File: src/rtl/arss_pkg.sv
`timescale 1ns / 1ps
// ----------------------------------------------------------------------------
// Adaptive range sample scaler package
// Shared constants, item kind codes, controller states and the command and
// status groups that join the controller to the datapath.
// ----------------------------------------------------------------------------
package arss_pkg;

  // Field widths that the interface fixes.
  localparam int unsigned KIND_BITS  = 2;
  localparam int unsigned SCALE_BITS = 8;
  localparam int unsigned RANGE_BITS = 12;
  localparam int unsigned TRIM_BITS  = 16;
  localparam int unsigned STEP_BITS  = $clog2(SCALE_BITS);

  // Trim period after reset, in milliseconds.
  localparam logic [TRIM_BITS-1:0] TRIM_RESET = 16'd2500;

  // Item kinds carried on the input tuser.
  localparam logic [KIND_BITS-1:0] KIND_SAMPLE  = 2'd0;
  localparam logic [KIND_BITS-1:0] KIND_TICK    = 2'd1;
  localparam logic [KIND_BITS-1:0] KIND_RESTART = 2'd2;

  // Controller states.
  typedef enum logic [2:0] {
    ST_IDLE,
    ST_UPDATE,
    ST_PREP,
    ST_DIVIDE,
    ST_DONE
  } ctrl_state_e;

  // Commands from the controller to the datapath.
  typedef struct packed {
    logic load_item;
    logic update;
    logic div_init;
    logic div_step;
    logic load_out;
  } dp_cmd_t;

  // Status from the datapath to the controller.
  typedef struct packed {
    logic is_sample;
  } dp_status_t;

endpackage

File: src/rtl/adaptive_range_sample_scaler_unit.sv
`timescale 1ns / 1ps
// ----------------------------------------------------------------------------
// Adaptive range sample scaler
// Scales converter samples to a byte over a range that tracks the signal and
// is periodically trimmed toward the extremes of the latest window.
// ----------------------------------------------------------------------------
// Usage:
//   The slave stream takes one item per transaction: tuser carries the kind
//   (sample, millisecond tick, restart) and tdata the sample. Every item
//   yields exactly one transaction on the master stream carrying the scaled
//   byte, the overall maximum and minimum, and in tuser a flag that is set
//   for samples.
//   From acceptance to a loaded result, a sample passes the range update,
//   dividend setup, eight restoring divide steps sharing one subtractor,
//   and the hand-off; ticks, restarts and unused kinds skip the divide.
//   The next item is accepted in the cycle after the hand-off, so no new
//   item enters while one is still being worked on.
//   The result sits in an output register; a new item is accepted and
//   worked on while it waits. When the receiver stalls, the block holds the
//   next finished result until that register drains.
//   The trim period is written over the cfg channel, which is always ready;
//   write it only while no transaction is in flight.
//   Reset clears the tracker, the tick count and both streams, and sets the
//   trim period to 2500 ms.
// ----------------------------------------------------------------------------
module adaptive_range_sample_scaler_unit #(
  parameter int unsigned SAMPLE_BITS = 12
) (
  input  logic                               clk_i,
  input  logic                               rst_ni,
  // Slave stream.
  input  logic                               s_axis_tvalid,
  output logic                               s_axis_tready,
  input  logic [((SAMPLE_BITS+7)/8)*8-1:0]   s_axis_tdata,  // sample
  input  logic [arss_pkg::KIND_BITS-1:0]     s_axis_tuser,  // kind
  // Master stream.
  output logic                               m_axis_tvalid,
  input  logic                               m_axis_tready,
  output logic [31:0]                        m_axis_tdata,  // scaled, range_high, range_low
  output logic                               m_axis_tuser,  // scaled_valid
  // Configuration write channel.
  input  logic                               cfg_valid_i,
  output logic                               cfg_ready_o,
  input  logic [arss_pkg::TRIM_BITS-1:0]     cfg_data_i     // trim_period_ms
);

  arss_pkg::dp_cmd_t    cmd;
  arss_pkg::dp_status_t status;

  logic [arss_pkg::SCALE_BITS-1:0] out_scaled;
  logic                            out_flag;
  logic [arss_pkg::RANGE_BITS-1:0] out_high;
  logic [arss_pkg::RANGE_BITS-1:0] out_low;

  assign cfg_ready_o = 1'b1;

  // Sequencer.
  arss_ctrl u_ctrl (
    .clk_i       (clk_i),
    .rst_ni      (rst_ni),
    .in_valid_i  (s_axis_tvalid),
    .in_ready_o  (s_axis_tready),
    .out_valid_o (m_axis_tvalid),
    .out_ready_i (m_axis_tready),
    .status_i    (status),
    .cmd_o       (cmd)
  );

  // Tracker, divider and result register.
  arss_datapath #(
    .SAMPLE_BITS (SAMPLE_BITS)
  ) u_datapath (
    .clk_i         (clk_i),
    .rst_ni        (rst_ni),
    .cmd_i         (cmd),
    .status_o      (status),
    .cfg_we_i      (cfg_valid_i),
    .cfg_data_i    (cfg_data_i),
    .item_kind_i   (s_axis_tuser),
    .item_sample_i (s_axis_tdata[SAMPLE_BITS-1:0]),
    .out_scaled_o  (out_scaled),
    .out_flag_o    (out_flag),
    .out_high_o    (out_high),
    .out_low_o     (out_low)
  );

  // Pack the result fields: scaled byte lowest, then range_high, then range_low.
  assign m_axis_tdata = {out_low, out_high, out_scaled};
  assign m_axis_tuser = out_flag;

endmodule

File: src/rtl/arss_datapath.sv
`timescale 1ns / 1ps
// ----------------------------------------------------------------------------
// Adaptive range sample scaler datapath
// Holds the captured item, the range tracker, the trim counter, the
// restoring divider and the result register.
// ----------------------------------------------------------------------------
module arss_datapath #(
  parameter int unsigned SAMPLE_BITS = 12
) (
  input  logic                               clk_i,
  input  logic                               rst_ni,
  input  arss_pkg::dp_cmd_t                  cmd_i,
  output arss_pkg::dp_status_t               status_o,
  input  logic                               cfg_we_i,
  input  logic [arss_pkg::TRIM_BITS-1:0]     cfg_data_i,
  input  logic [arss_pkg::KIND_BITS-1:0]     item_kind_i,
  input  logic [SAMPLE_BITS-1:0]             item_sample_i,
  output logic [arss_pkg::SCALE_BITS-1:0]    out_scaled_o,
  output logic                               out_flag_o,
  output logic [arss_pkg::RANGE_BITS-1:0]    out_high_o,
  output logic [arss_pkg::RANGE_BITS-1:0]    out_low_o
);

  localparam int unsigned SB = SAMPLE_BITS;
  localparam int unsigned QB = arss_pkg::SCALE_BITS;
  localparam int unsigned TB = arss_pkg::TRIM_BITS;
  localparam logic [SB-1:0] SAMPLE_MAX = '1;

  // Captured item.
  logic [arss_pkg::KIND_BITS-1:0] kind_q;
  logic [SB-1:0]                  sample_q;

  // Configuration and tracker state.
  logic [TB-1:0] trim_period_q;
  logic [SB-1:0] omax_q, omax_d;
  logic [SB-1:0] omin_q, omin_d;
  logic [SB-1:0] wmax_q, wmax_d;
  logic [SB-1:0] wmin_q, wmin_d;
  logic [TB-1:0] ms_q, ms_d;

  // Divider state: remainder and the shifting low byte that becomes the quotient.
  logic          flat_q;
  logic [SB-1:0] rem_q, rem_d;
  logic [QB-1:0] quo_q, quo_d;

  // Result register.
  logic [QB-1:0]                   out_scaled_q;
  logic                            out_flag_q;
  logic [arss_pkg::RANGE_BITS-1:0] out_high_q;
  logic [arss_pkg::RANGE_BITS-1:0] out_low_q;

  logic          is_sample;
  logic [TB-1:0] ms_inc;
  logic [SB:0]   sum_max;
  logic [SB:0]   sum_min;
  logic [SB-1:0] span;
  logic [SB-1:0] offs;
  logic [SB+QB-1:0] prod;
  logic [SB:0]   trial;
  logic [SB:0]   trial_diff;
  logic          trial_ge;

  assign is_sample          = (kind_q == arss_pkg::KIND_SAMPLE);
  assign status_o.is_sample = is_sample;

  // Capture the accepted item.
  always_ff @(posedge clk_i) begin
    if (cmd_i.load_item) begin
      kind_q   <= item_kind_i;
      sample_q <= item_sample_i;
    end
  end

  // Trim period register.
  always_ff @(posedge clk_i or negedge rst_ni) begin
    if (!rst_ni) begin
      trim_period_q <= arss_pkg::TRIM_RESET;
    end else if (cfg_we_i) begin
      trim_period_q <= cfg_data_i;
    end
  end

  // Next tracker state for the captured item.
  assign ms_inc  = ms_q + 1'b1;
  assign sum_max = {1'b0, omax_q} + {1'b0, wmax_q};
  assign sum_min = {1'b0, omin_q} + {1'b0, wmin_q};

  always_comb begin
    omax_d = omax_q;
    omin_d = omin_q;
    wmax_d = wmax_q;
    wmin_d = wmin_q;
    ms_d   = ms_q;
    unique case (kind_q)
      arss_pkg::KIND_SAMPLE: begin
        if (sample_q > omax_q) omax_d = sample_q;
        if (sample_q < omin_q) omin_d = sample_q;
        if (sample_q > wmax_q) wmax_d = sample_q;
        if (sample_q < wmin_q) wmin_d = sample_q;
      end
      arss_pkg::KIND_TICK: begin
        if (ms_inc >= trim_period_q) begin
          // Pull each overall extreme halfway toward its window extreme.
          if (omax_q != wmax_q) omax_d = sum_max[SB:1];
          if (omin_q != wmin_q) omin_d = sum_min[SB:1];
          wmax_d = '0;
          wmin_d = SAMPLE_MAX;
          ms_d   = '0;
        end else begin
          ms_d = ms_inc;
        end
      end
      arss_pkg::KIND_RESTART: begin
        omax_d = '0;
        omin_d = SAMPLE_MAX;
        wmax_d = '0;
        wmin_d = SAMPLE_MAX;
        ms_d   = '0;
      end
      default: begin
      end
    endcase
  end

  always_ff @(posedge clk_i or negedge rst_ni) begin
    if (!rst_ni) begin
      omax_q <= '0;
      omin_q <= SAMPLE_MAX;
      wmax_q <= '0;
      wmin_q <= SAMPLE_MAX;
      ms_q   <= '0;
    end else if (cmd_i.update) begin
      omax_q <= omax_d;
      omin_q <= omin_d;
      wmax_q <= wmax_d;
      wmin_q <= wmin_d;
      ms_q   <= ms_d;
    end
  end

  // Dividend offs * 255 formed as offs * 256 - offs; the quotient fits a byte
  // because the sample lies inside the range after the update.
  assign span = omax_q - omin_q;
  assign offs = sample_q - omin_q;
  assign prod = {offs, {QB{1'b0}}} - {{QB{1'b0}}, offs};

  // One restoring step: shift in the next dividend bit and try the subtract.
  assign trial      = {rem_q, quo_q[QB-1]};
  assign trial_diff = trial - {1'b0, span};
  assign trial_ge   = (trial >= {1'b0, span});

  always_comb begin
    rem_d = rem_q;
    quo_d = quo_q;
    if (cmd_i.div_init) begin
      rem_d = prod[SB+QB-1:QB];
      quo_d = prod[QB-1:0];
    end else if (cmd_i.div_step) begin
      rem_d = trial_ge ? trial_diff[SB-1:0] : trial[SB-1:0];
      quo_d = {quo_q[QB-2:0], trial_ge};
    end
  end

  always_ff @(posedge clk_i) begin
    rem_q <= rem_d;
    quo_q <= quo_d;
    if (cmd_i.div_init) begin
      flat_q <= (omax_q <= omin_q);
    end
  end

  // Result register, loaded once the item is finished.
  always_ff @(posedge clk_i) begin
    if (cmd_i.load_out) begin
      out_scaled_q <= (is_sample && !flat_q) ? quo_q : '0;
      out_flag_q   <= is_sample;
      out_high_q   <= arss_pkg::RANGE_BITS'(omax_q);
      out_low_q    <= arss_pkg::RANGE_BITS'(omin_q);
    end
  end

  assign out_scaled_o = out_scaled_q;
  assign out_flag_o   = out_flag_q;
  assign out_high_o   = out_high_q;
  assign out_low_o    = out_low_q;

endmodule

File: src/rtl/arss_ctrl.sv
`timescale 1ns / 1ps
// ----------------------------------------------------------------------------
// Adaptive range sample scaler controller
// Sequences capture, tracker update, the eight divide steps and the
// hand-off to the result register; owns both stream handshakes.
// ----------------------------------------------------------------------------
module arss_ctrl (
  input  logic                 clk_i,
  input  logic                 rst_ni,
  input  logic                 in_valid_i,
  output logic                 in_ready_o,
  output logic                 out_valid_o,
  input  logic                 out_ready_i,
  input  arss_pkg::dp_status_t status_i,
  output arss_pkg::dp_cmd_t    cmd_o
);

  localparam logic [arss_pkg::STEP_BITS-1:0] STEP_LAST =
    arss_pkg::STEP_BITS'(arss_pkg::SCALE_BITS - 1);

  arss_pkg::ctrl_state_e state_q, state_d;
  logic [arss_pkg::STEP_BITS-1:0] step_q, step_d;
  logic out_valid_q, out_valid_d;

  // State and counter registers.
  always_ff @(posedge clk_i or negedge rst_ni) begin
    if (!rst_ni) begin
      state_q     <= arss_pkg::ST_IDLE;
      step_q      <= '0;
      out_valid_q <= 1'b0;
    end else begin
      state_q     <= state_d;
      step_q      <= step_d;
      out_valid_q <= out_valid_d;
    end
  end

  // Next state and commands.
  always_comb begin
    state_d    = state_q;
    step_d     = step_q;
    in_ready_o = 1'b0;
    cmd_o      = '0;
    unique case (state_q)
      arss_pkg::ST_IDLE: begin
        in_ready_o = 1'b1;
        if (in_valid_i) begin
          cmd_o.load_item = 1'b1;
          state_d         = arss_pkg::ST_UPDATE;
        end
      end
      arss_pkg::ST_UPDATE: begin
        cmd_o.update = 1'b1;
        state_d = status_i.is_sample ? arss_pkg::ST_PREP : arss_pkg::ST_DONE;
      end
      arss_pkg::ST_PREP: begin
        cmd_o.div_init = 1'b1;
        step_d         = '0;
        state_d        = arss_pkg::ST_DIVIDE;
      end
      arss_pkg::ST_DIVIDE: begin
        cmd_o.div_step = 1'b1;
        step_d         = step_q + 1'b1;
        if (step_q == STEP_LAST) begin
          state_d = arss_pkg::ST_DONE;
        end
      end
      arss_pkg::ST_DONE: begin
        // Hand over once the result register is free or being emptied.
        if (!out_valid_q || out_ready_i) begin
          cmd_o.load_out = 1'b1;
          state_d        = arss_pkg::ST_IDLE;
        end
      end
      default: begin
        state_d = arss_pkg::ST_IDLE;
      end
    endcase
  end

  // Result register occupancy.
  always_comb begin
    out_valid_d = out_valid_q;
    if (cmd_o.load_out) begin
      out_valid_d = 1'b1;
    end else if (out_ready_i) begin
      out_valid_d = 1'b0;
    end
  end

  assign out_valid_o = out_valid_q;

endmodule

File: config.mk
export PLATFORM = sky130hd
export DESIGN_NAME = adaptive_range_sample_scaler_unit
export DESIGN_NICKNAME = d
export VERILOG_FILES = /design/src/rtl/arss_pkg.sv /design/src/rtl/adaptive_range_sample_scaler_unit.sv /design/src/rtl/arss_datapath.sv /design/src/rtl/arss_ctrl.sv
export SDC_FILE = /design/constraint.sdc
export NUM_CORES = 1
export LEC_CHECK = 0
export BUFFER_PORTS_ARGS = -buffer_cell sky130_fd_sc_hd__buf_2
export CORE_MARGIN = 2
export CORE_UTILIZATION = 62
export DETAILED_ROUTE_END_ITERATION = 8
export PLACE_DENSITY = 0.9
export SYNTH_ARGS = -nofsm -noshare
export SYNTH_HDL_FRONTEND = slang
export SYNTH_HIERARCHICAL = 1
export SYNTH_SLANG_ARGS = --single-unit
File: constraint.sdc
create_clock -name clk_i -period 4.8 [get_ports clk_i]
set_input_delay 0.48 -clock clk_i [delete_from_list [all_inputs] [get_ports clk_i]]
set_output_delay 0.48 -clock clk_i [all_outputs]
set_load 0.01 [all_outputs]
# ---- After elaboration in Yosys (flattened, before gate mapping)
# Index checks and enable logic that the tools add are counted.
dict set report word_totals {
  reg_bits 155
  latch_bits 0
  mem_bits_rw 0
  romBits 0
  input_bits 39
  out_inout_bits 36
  elab_cells 106
  memories 0
}
dict set report classes {
  n_addsub 8
  multipliers 0
  n_div 0
  n_lt_le_gt_ge 7
  n_eq_ne 19
  shifts 0
  mux 37
  n_bitwise 0
  reduce_logical 17
}
# op count
set op_table {}
lappend op_table {{12-bit two-way mux} 13}
lappend op_table {{12-bit case mux with 3 select lines} 4}
lappend op_table {{12-bit subtractor} 3}
lappend op_table {{16-bit case mux with 2 select lines} 1}
lappend op_table {{12-bit by 12-bit adder with 13-bit output} 2}
lappend op_table {{12-bit > comparator} 2}
lappend op_table {{12-bit less-than comparator} 2}
lappend op_table {{12-bit inequality test} 2}
lappend op_table {{20-bit by 12-bit subtractor with 20-bit output} 1}
lappend op_table {{2-bit by 1-bit inequality test with 1-bit output (second input constant)} 9}
lappend op_table {{16-bit by 1-bit adder with 16-bit output (second input constant)} 1}
lappend op_table {{16-bit >= comparator} 1}
lappend op_table {{16-bit two-way mux} 1}
lappend op_table {{8-bit two-way mux} 2}
lappend op_table {{3-bit case mux with 5 select lines} 1}
lappend op_table {{13-bit by 12-bit >= comparator with 1-bit output} 1}
lappend op_table {{12-bit <= comparator} 1}
lappend op_table {{3-bit two-way mux} 4}
lappend op_table {{1-bit two-way mux} 10}
lappend op_table {{5-bit AND reduction} 2}
lappend op_table {{4-bit AND reduction} 2}
lappend op_table {{2-bit nonzero test} 4}
lappend op_table {{3-bit by 2-bit equality test with 1-bit output (second input constant)} 2}
lappend op_table {{3-bit equality test (second input constant)} 2}
lappend op_table {{other kinds (14)} 15}

# ---- Logic depth before layout (Yosys ltp)
# Gate-level depths: netlist (run 1).
dict set report logic_depth {
  depth_word 5
  mapped_depth 21
  mapped_depth_nobuf 20
}

# ---- By module
# Netlist (run 1), hierarchy kept.
# module instances cells_per_inst area_each_um2 seq_area_each_um2
set by_module_without_submodules {}
lappend by_module_without_submodules {arss_datapath 1 1054 10565.1 4080.2}
lappend by_module_without_submodules {arss_ctrl 1 41 414.1 175.2}
lappend by_module_without_submodules {adaptive_range_sample_scaler_unit 1 2 11.3 0.0}

# ---- Worst setup path after synthesis (run 1)
# OpenSTA, ideal clock, no wires.
dict set report synth_timing {
  kind {flip-flop to flip-flop}
  from {reg u_datapath.omin_q[0]}
  to {reg u_datapath.rem_q[2] (data pin)}
  setup_ns 0.269
  arrival_time_ns 3.993
  required_time_ns 4.531
  setup_slack_ns 0.537
  path_stages_with_launch 20
  n_path_buf 1
  synth_period_minus_slack_ns 4.263
  cell_sequence {dfstp_2 -> ha_1 -> inv_1 -> fa_1 -> a21o_1 -> a21oi_1 -> o21bai_1 -> a21oi_1 -> o21bai_1 -> a21oi_1 -> nor4bb_1 -> a211oi_1 -> ha_1 -> nand4_1 -> o31ai_1 -> nor3_2 -> clkbuf_1 -> nor2_1 -> a211oi_1 -> a21oi_1}
}
dict set report synth_between {
  elab_chain_len 5
  word_cells_on_any_way 8
  cone_classes {add/sub (4); order compare (1); mux (3)}
}
# item line_no
set synth_lines {}
lappend synth_lines {{start, declared} arss_datapath.sv:36} ;# logic [SB-1:0] omin_q, omin_d;
lappend synth_lines {{start signal, assigned} arss_datapath.sv:134} ;# omin_q <= omin_d;
lappend synth_lines {{12-bit subtractor} arss_datapath.sv:143} ;# assign span = omax_q - omin_q;
lappend synth_lines {{12-bit subtractor or 13-bit by 12-bit >= comparator with 1-bit output (tied branches)} {arss_datapath.sv:149, arss_datapath.sv:150}}
lappend synth_lines {{12-bit two-way mux} arss_datapath.sv:159} ;# rem_d = trial_ge ? trial_diff[SB-1:0] : trial[SB-1:0];
lappend synth_lines {{12-bit two-way mux} arss_datapath.sv:158} ;# end else if (cmd_i.div_step) begin
lappend synth_lines {{12-bit two-way mux *} arss_datapath.sv:155} ;# if (cmd_i.div_init) begin
lappend synth_lines {{via u_datapath.rem_d[2]} arss_datapath.sv:43} ;# logic [SB-1:0] rem_q, rem_d;
lappend synth_lines {{end signal, assigned} arss_datapath.sv:165} ;# rem_q <= rem_d;
lappend synth_lines {{end, declared} arss_datapath.sv:43}
# The timed path passes the listed nets; every way through them passes the cells marked *. The select of a mux whose other input is x is not followed.
# A chain may end at the register's enable or synchronous reset.

# ---- Worst setup path after layout (run 1)
dict set report layout_timing {
  from {reg u_datapath.omin_q[0]}
  to {reg u_datapath.rem_q[8] (data pin)}
}
# The elaborated chain is that of the path after synthesis.

==> results by group, run 1 <==
Run status
  • Status: completed

STA
  • Max_slew headroom: between 30% and 40%
  • Slew of the pin with the lowest slew margin: 1040 ps
  • Period minus WS final: around 4500 ps
  • Tightest hold margin: roughly 35 ps
  • Setup Skew: between 10 and 15 ps
  • Final Hold Fails: 0
  • Final setup viols: 0
  • F_max: 223 MHz
  • Fin. max-slew vios: 0
  • Tcrit/Tclk final: between 90 and 100%

Logic synthesis
  • Synth Register Bits: 155
  • Number of synthesized flops with an enable pin: a little under 70
  • Post-Syn Instances: 1,097
  • Async S/R FF share, synth: 56.1%
  • Post-Syn Area: 11,000 um2
  • Main synth FF type: edfxtp_1
  • Top cell type's share of synthesized area: 18.6%
  • Sequential area share after synthesis: 38.7%
  • Top cells by area, synth: edfxtp_1 (19%), ha_1 (14%), dfrtp_1 (13%)
  • Synth warn: 6
  • Post-synth top area cell: edfxtp_1
  • Distinct cell type count after synthesis: 80
  • Mean Syn Cell Area: 10.0 um2
  • Mapped Nets: 1,263

Clocking
  • TritonCTS clock tree: yes
  • CTS Buffer Depth: 2
  • Number of H-tree levels: 4
  • Clock Latency Late Sink: between 400 and 500 ps
  • Root buffer cell: clkbuf_16
  • CTS Sinks: approximately 160
  • Worst-path clk slew: 70 ps
  • Total CTS buffers: 17
  • Hold_buf cts: 0

Drt
  • WL per Instance: roughly 19 um
  • Antenna-violating nets left: 0
  • Via-per-instance ratio: around 6.2
  • Total number of vias: just under 9,000
  • DRT Pass-1 Iters: 5
  • # DRC: 0
  • Iter 0 DRT Violations: 891
  • Final wirelength: between 20 and 30 mm

Layout
  • Layout area overhead: 11.2%
  • FILL cells: 1,242
  • Share of layout cells above drive strength 1: 17.7%
  • # nets final: 1,340
  • Reg area: 4260 um2
  • ANT cells: 0
  • Area of the multi-input gates: roughly 6300 um2

Place
  • HPWL Detailed: 19.8 mm
  • GP Congestion: 0.971
  • IO buf count: 69

Min path
  • Min-Delay Path Class: input pin to asynchronous set/reset pin

Floorplan
  • Die Span Y: between 100 and 150 um
  • Row count: 48
  • Initial Util: ~64%
  • I/O pin count: 75
  • Die Width: roughly 140 um
  • Core ar.: 17,300 um2
  • Die area: 18,800 um2

Setup path
  • Worst Path Max Fanout: 6
  • CP endpoint kind: flop
  • Setup crit start kind: flop
  • FF-to-FF setup slack: 320 ps
  • Req. time, crit path: 5000 ps
  • Critical path type: flop to flop
  • Worst Path Arrival: 4680 ps

Flow run
  • Number of max-cap violations: 0

GRT
  • Initial antenna violation count: 0
  • Gr ovfl total: 0
  • First-pass GRT wire length: 43.6 mm
  • Tot GR Track Use: 30.3%
  • Largest net degree at the start of global routing: 49
  • Vias in the first global route: 8,677
## cells in the mapped netlist (20+ instances only)
cell and count:
a21oi_1 59, mux2_2 33, nor2_1 80, dfstp_2 29, nand3_1 22, xor2_1 21
mux2i_1 33, nor3_1 20, edfxtp_1 68, xnor2_1 44, nand2_1 62, ha_1 122
nand2b_1 20, inv_1 97, a21o_1 20, o21ai_0 56, dfrtp_1 58
## stage by stage
step	std cells	utilization, %	cell area, um2	setup TNS, ps	worst slack (ps)
finish	1412	70.7	12200	0	316
global route	1412	70.7	12200	-30.8	-26.6
CTS	1411	70.6	12200	0	209
detailed placement	1379	67.2	11600	0	224
global placement	1379	67.2	11600	0	382
floorplan	1097	-	11000	0	537
## critical path, stage by stage, from the launching register on
cell and delay [ps]:
dfstp_2 580, ha_1 180, inv_1 50, fa_1 400, a21o_1 200, a21oi_1 240, o21bai_1 90, a21oi_1 260
o21bai_1 120, a21oi_2 240, nor4bb_1 90, a211oi_1 210, ha_1 350, nand3_1 110, nand2_1 80, nor3_2 310
buf_4 190, mux2_2 330, o22ai_1 170, nor2_1 60
## worst paths after layout
check,endpoint,start,cells after the start
worst max-delay path,u_datapath/rem_q[8],u_datapath/omin_q[0],19
worst min-delay path,u_datapath/ms_q[10],rst_ni,1
worst max register to register,u_datapath/rem_q[8],u_datapath/omin_q[0],19
worst min register to register,u_datapath/wmin_q[2],u_datapath/wmin_q[2],2
max in group asynchronous,u_datapath/omax_q[6],rst_ni,2
min in group clk_i,u_datapath/sample_q[6],s_axis_tdata[6],1
## what timing repair did
action / in CTS / in global routing
setup endpoints to repair: 0 / 11
gates resized for setup: 0 / 3
buffers inserted: 0 / 1
## sequential cells by signal, indices dropped and copies added (netlist names)
signal                    flops
u_ctrl/out_valid_o            1
u_ctrl/state_q                3
u_ctrl/step_q                 3
u_datapath/flat_q             1
u_datapath/kind_q             2
u_datapath/ms_q              16
u_datapath/omax_q            12
u_datapath/omin_q            12
u_datapath/out_flag_o         1
u_datapath/out_high_o        12
u_datapath/out_low_o         12
u_datapath/out_scaled_o       8
u_datapath/quo_q              8
u_datapath/rem_q             12
u_datapath/sample_q          12
u_datapath/trim_period_q     16
u_datapath/wmax_q            12
u_datapath/wmin_q            12
## cell usage in the layout (no fill, tap or decap), types with 17 or more instances in the layout
master / netlist / routed
buf_2: 3 / 68
nor3_1: 20 / 19
edfxtp_1: 68 / 68
dfstp_2: 29 / 29
nor2_1: 80 / 80
inv_1: 97 / 97
mux2_2: 33 / 33
nand2b_1: 20 / 20
xnor2_1: 44 / 44
mux2i_1: 33 / 33
xor2_1: 21 / 21
ha_1: 122 / 122
a21o_1: 20 / 20
buf_4: 2 / 18
nand2_1: 62 / 62
nand3_1: 22 / 22
a21oi_1: 59 / 58
dfrtp_1: 58 / 58
o21ai_0: 56 / 56
clkbuf_16: 0 / 17
## logic make-up after synthesis
group	share of synthesized area (%)
multiplexers	6.52
buffers and inverters	4.54
flip-flops	38.7
XOR/XNOR	5.53
AND/OR/NAND/NOR	13.3
AO/OA/AOI/OAI	16.4
adder cells (fa/ha/maj)	15.0
other	0.0341
## per-layer routing
layer,share of wire (%),up-vias,track usage (%)
met4,3.5,0,13.2
met1,42,4188,39.7
met3,7.1,84,5.81
li1,-,4146,-
met5,0,-,0
met2,47,387,48.9
## cell type report
type	count	area share (%)
multi-input combinational	816	51.2
sequential	155	34.8
timing repair buffer	87	3.98
clock buffer	17	3.48
inverter	97	2.98
tap	225	2.30
clock inverter	15	1.28
Power of run 1 is left out: the tool's default activity adds up to more than one toggle a clock period on the data nets, which glitch-free logic cannot reach.
==> run 2: changes to the inputs <==
- MAX_ROUTING_LAYER: unset -> met4
==> results by group, run 2 (synthesis gave the netlist of run 1 again) <==
Setup path
  • Critical path type: flop to flop (unchanged)
  • Worst Path Max Fanout: 8 (was 6)
  • Crit-path max cell delay: 580 ps (about the same)
  • CP max stage cell: dfstp_2 (unchanged)
  • CP endpoint kind: flop (unchanged)
  • CP dominant cell by count: a21oi_1
  • Req. time, crit path: 4970 ps (was 5000 ps)
  • Worst Path Arrival: 4670 ps (was 4680 ps)
  • Worst-path cell chain: inv_1, ha_1, a21o_2, or3_1, o22ai_2, o2111ai_1, a21oi_1, xor2_1, ha_1, a21oi_1, o211a_1, and4_1, o2111ai_1, xnor2_1, a21oi_1 (was ha_1, inv_1, fa_1, a21o_1, a21oi_1, o21bai_1, a21oi_1, o21bai_1, a21oi_2, nor4bb_1, a211oi_1, ha_1, nand3_1, nand2_1, nor3_2, buf_4, mux2_2, o22ai_1, nor2_1)
  • Setup crit start kind: flop (unchanged)

Drt
  • Final wirelength: 26.9 mm (was 27.0 mm)
  • # DRC: 0 (unchanged)
  • WL per Instance: 19.0 um (was 19.1 um)
  • Via-per-instance ratio: 6.26 (was 6.24)
  • Antenna-violating nets left: 0 (unchanged)
  • Iter 0 DRT Violations: 818 (was 891)
  • Total number of vias: 8,851 (was 8,805)
  • DRT Pass-1 Iters: 5 (unchanged)

Layout
  • Layout area overhead: 11.2% (about the same)
  • Biggest regs: u_datapath/ms_q x16, u_datapath/trim_period_q x16 (unchanged)
  • Most frequent cells in the layout: ha_1 (122), inv_1 (97), nor2_1 (80) (unchanged)
  • Layout Utilization: 70.6% (was 70.7%)
  • Most common cell after layout, fill and taps aside: ha_1 (unchanged)
  • Share of layout cells above drive strength 1: 17.8% (was 17.7%)
  • # nets final: 1,342 (was 1,340)
  • ANT cells: 0 (unchanged)

Clocking
  • Clock Latency Late Sink: 430 ps (was 440 ps)
  • TritonCTS clock tree: yes (unchanged)
  • CTS Buffer Depth: 2 (unchanged)
  • Total CTS buffers: 17 (unchanged)
  • Number of H-tree levels: 4 (unchanged)
  • CTS Sinks: 155 (unchanged)
  • Root buffer cell: clkbuf_16 (unchanged)
  • Hold_buf cts: 0 (unchanged)
  • Worst-path clk slew: 70 ps (about the same)

GRT
  • Vias in the first global route: 8,485 (was 8,677)
  • First-pass GRT wire length: 43.1 mm (was 43.6 mm)
  • Largest net degree at the start of global routing: 46 (was 49)
  • Tot GR Track Use: 30.5% (was 30.3%)
  • Initial antenna violation count: 0 (unchanged)
  • Gr ovfl total: 0 (unchanged)

STA
  • Period minus WS final: 4500 ps (was 4480 ps)
  • Fin. max-slew vios: 0 (unchanged)
  • Slew of the pin with the lowest slew margin: 990 ps (was 1040 ps)
  • F_max: 222 MHz (was 223 MHz)
  • Setup Skew: 11.2 ps (was 13.8 ps)
  • Final Hold Fails: 0 (unchanged)
  • Final setup viols: 0 (unchanged)
  • Fin worst setup slack: 295 ps (was 316 ps)
  • Tcrit/Tclk final: 93.9% (was 93.4%)
  • Max_slew headroom: 33.9% (was 30.4%)

Floorplan
  • Core ar.: 17,300 um2 (unchanged)
  • Die area: 18,800 um2 (unchanged)
  • Die Span Y: 137 um (unchanged)
  • I/O pin count: 75 (unchanged)
  • Die Width: 137 um (unchanged)
  • Row count: 48 (unchanged)
  • Initial Util: 63.5% (unchanged)

Run status
  • Status: completed (unchanged)

Place
  • Post-Place Worst Slack: 205 ps (was 224 ps)
  • HPWL Detailed: 19.8 mm (about the same)
  • IO buf count: 69 (unchanged)
  • GP Congestion: 0.996 (was 0.971)

Flow run
  • Number of max-cap violations: 0 (unchanged)

Min path
  • Min-Delay Path Class: input pin to asynchronous set/reset pin (unchanged)
run 2: layout make-up:
cell class                 count  area [um2]
multi-input combinational    816        6260
timing repair buffer          89         498
fill                        1274        5080
tap                          225         282
sequential                   155        4260
clock buffer                  18         429
clock inverter                14         134
inverter                      97         364
run 2: worst paths after layout:
check,start,end,slack [ps],depth (start not counted)
max,u_datapath/omin_q[4],u_datapath/rem_q[11],300,15
min,rst_ni,u_datapath/ms_q[12],50,1
max reg2reg,u_datapath/omin_q[4],u_datapath/rem_q[11],300,15
min reg2reg,u_datapath/wmin_q[0],u_datapath/wmin_q[0],490,2
max in group asynchronous,rst_ni,u_datapath/omax_q[5],3740,2
min in group clk_i,s_axis_tdata[0],u_datapath/sample_q[0],220,1
run 2: metal layers:
metal  wire (um)  GRT usage, %
met5           0             -
met3        1950          5.07
met2       12800          48.7
met1       11500          40.0
met4         686          9.34
run 2: per-stage QoR:
stage | TNS (ps) | cells | hold WS, ps | instance area, um2
after floorplan | 0 | 1097 | 184 | 11000
after global placement | 0 | 1379 | 471 | 11600
after detailed placement | 0 | 1379 | 478 | 11600
after CTS | 0 | 1411 | 56.3 | 12200
final | 0 | 1414 | 47.5 | 12200
after global routing | -37.5 | 1414 | 75.2 | 12200
run 2: what timing repair did:
item,4_1_cts,5_1_grt
buffers inserted,0,3
endpoints found under the setup margin,0,10
resized for setup,0,2
run 2: worst max-delay path: cells and delay by family (launching register included):
kind,cells,cell delay [ps]
adder cells (fa/ha/maj),2,720
buffers and inverters,1,90
XOR/XNOR,2,570
AO/OA/AOI/OAI,8,1650
AND/OR/NAND/NOR,2,620
flip-flops,1,580
Power of run 2 is left out for the same reason.
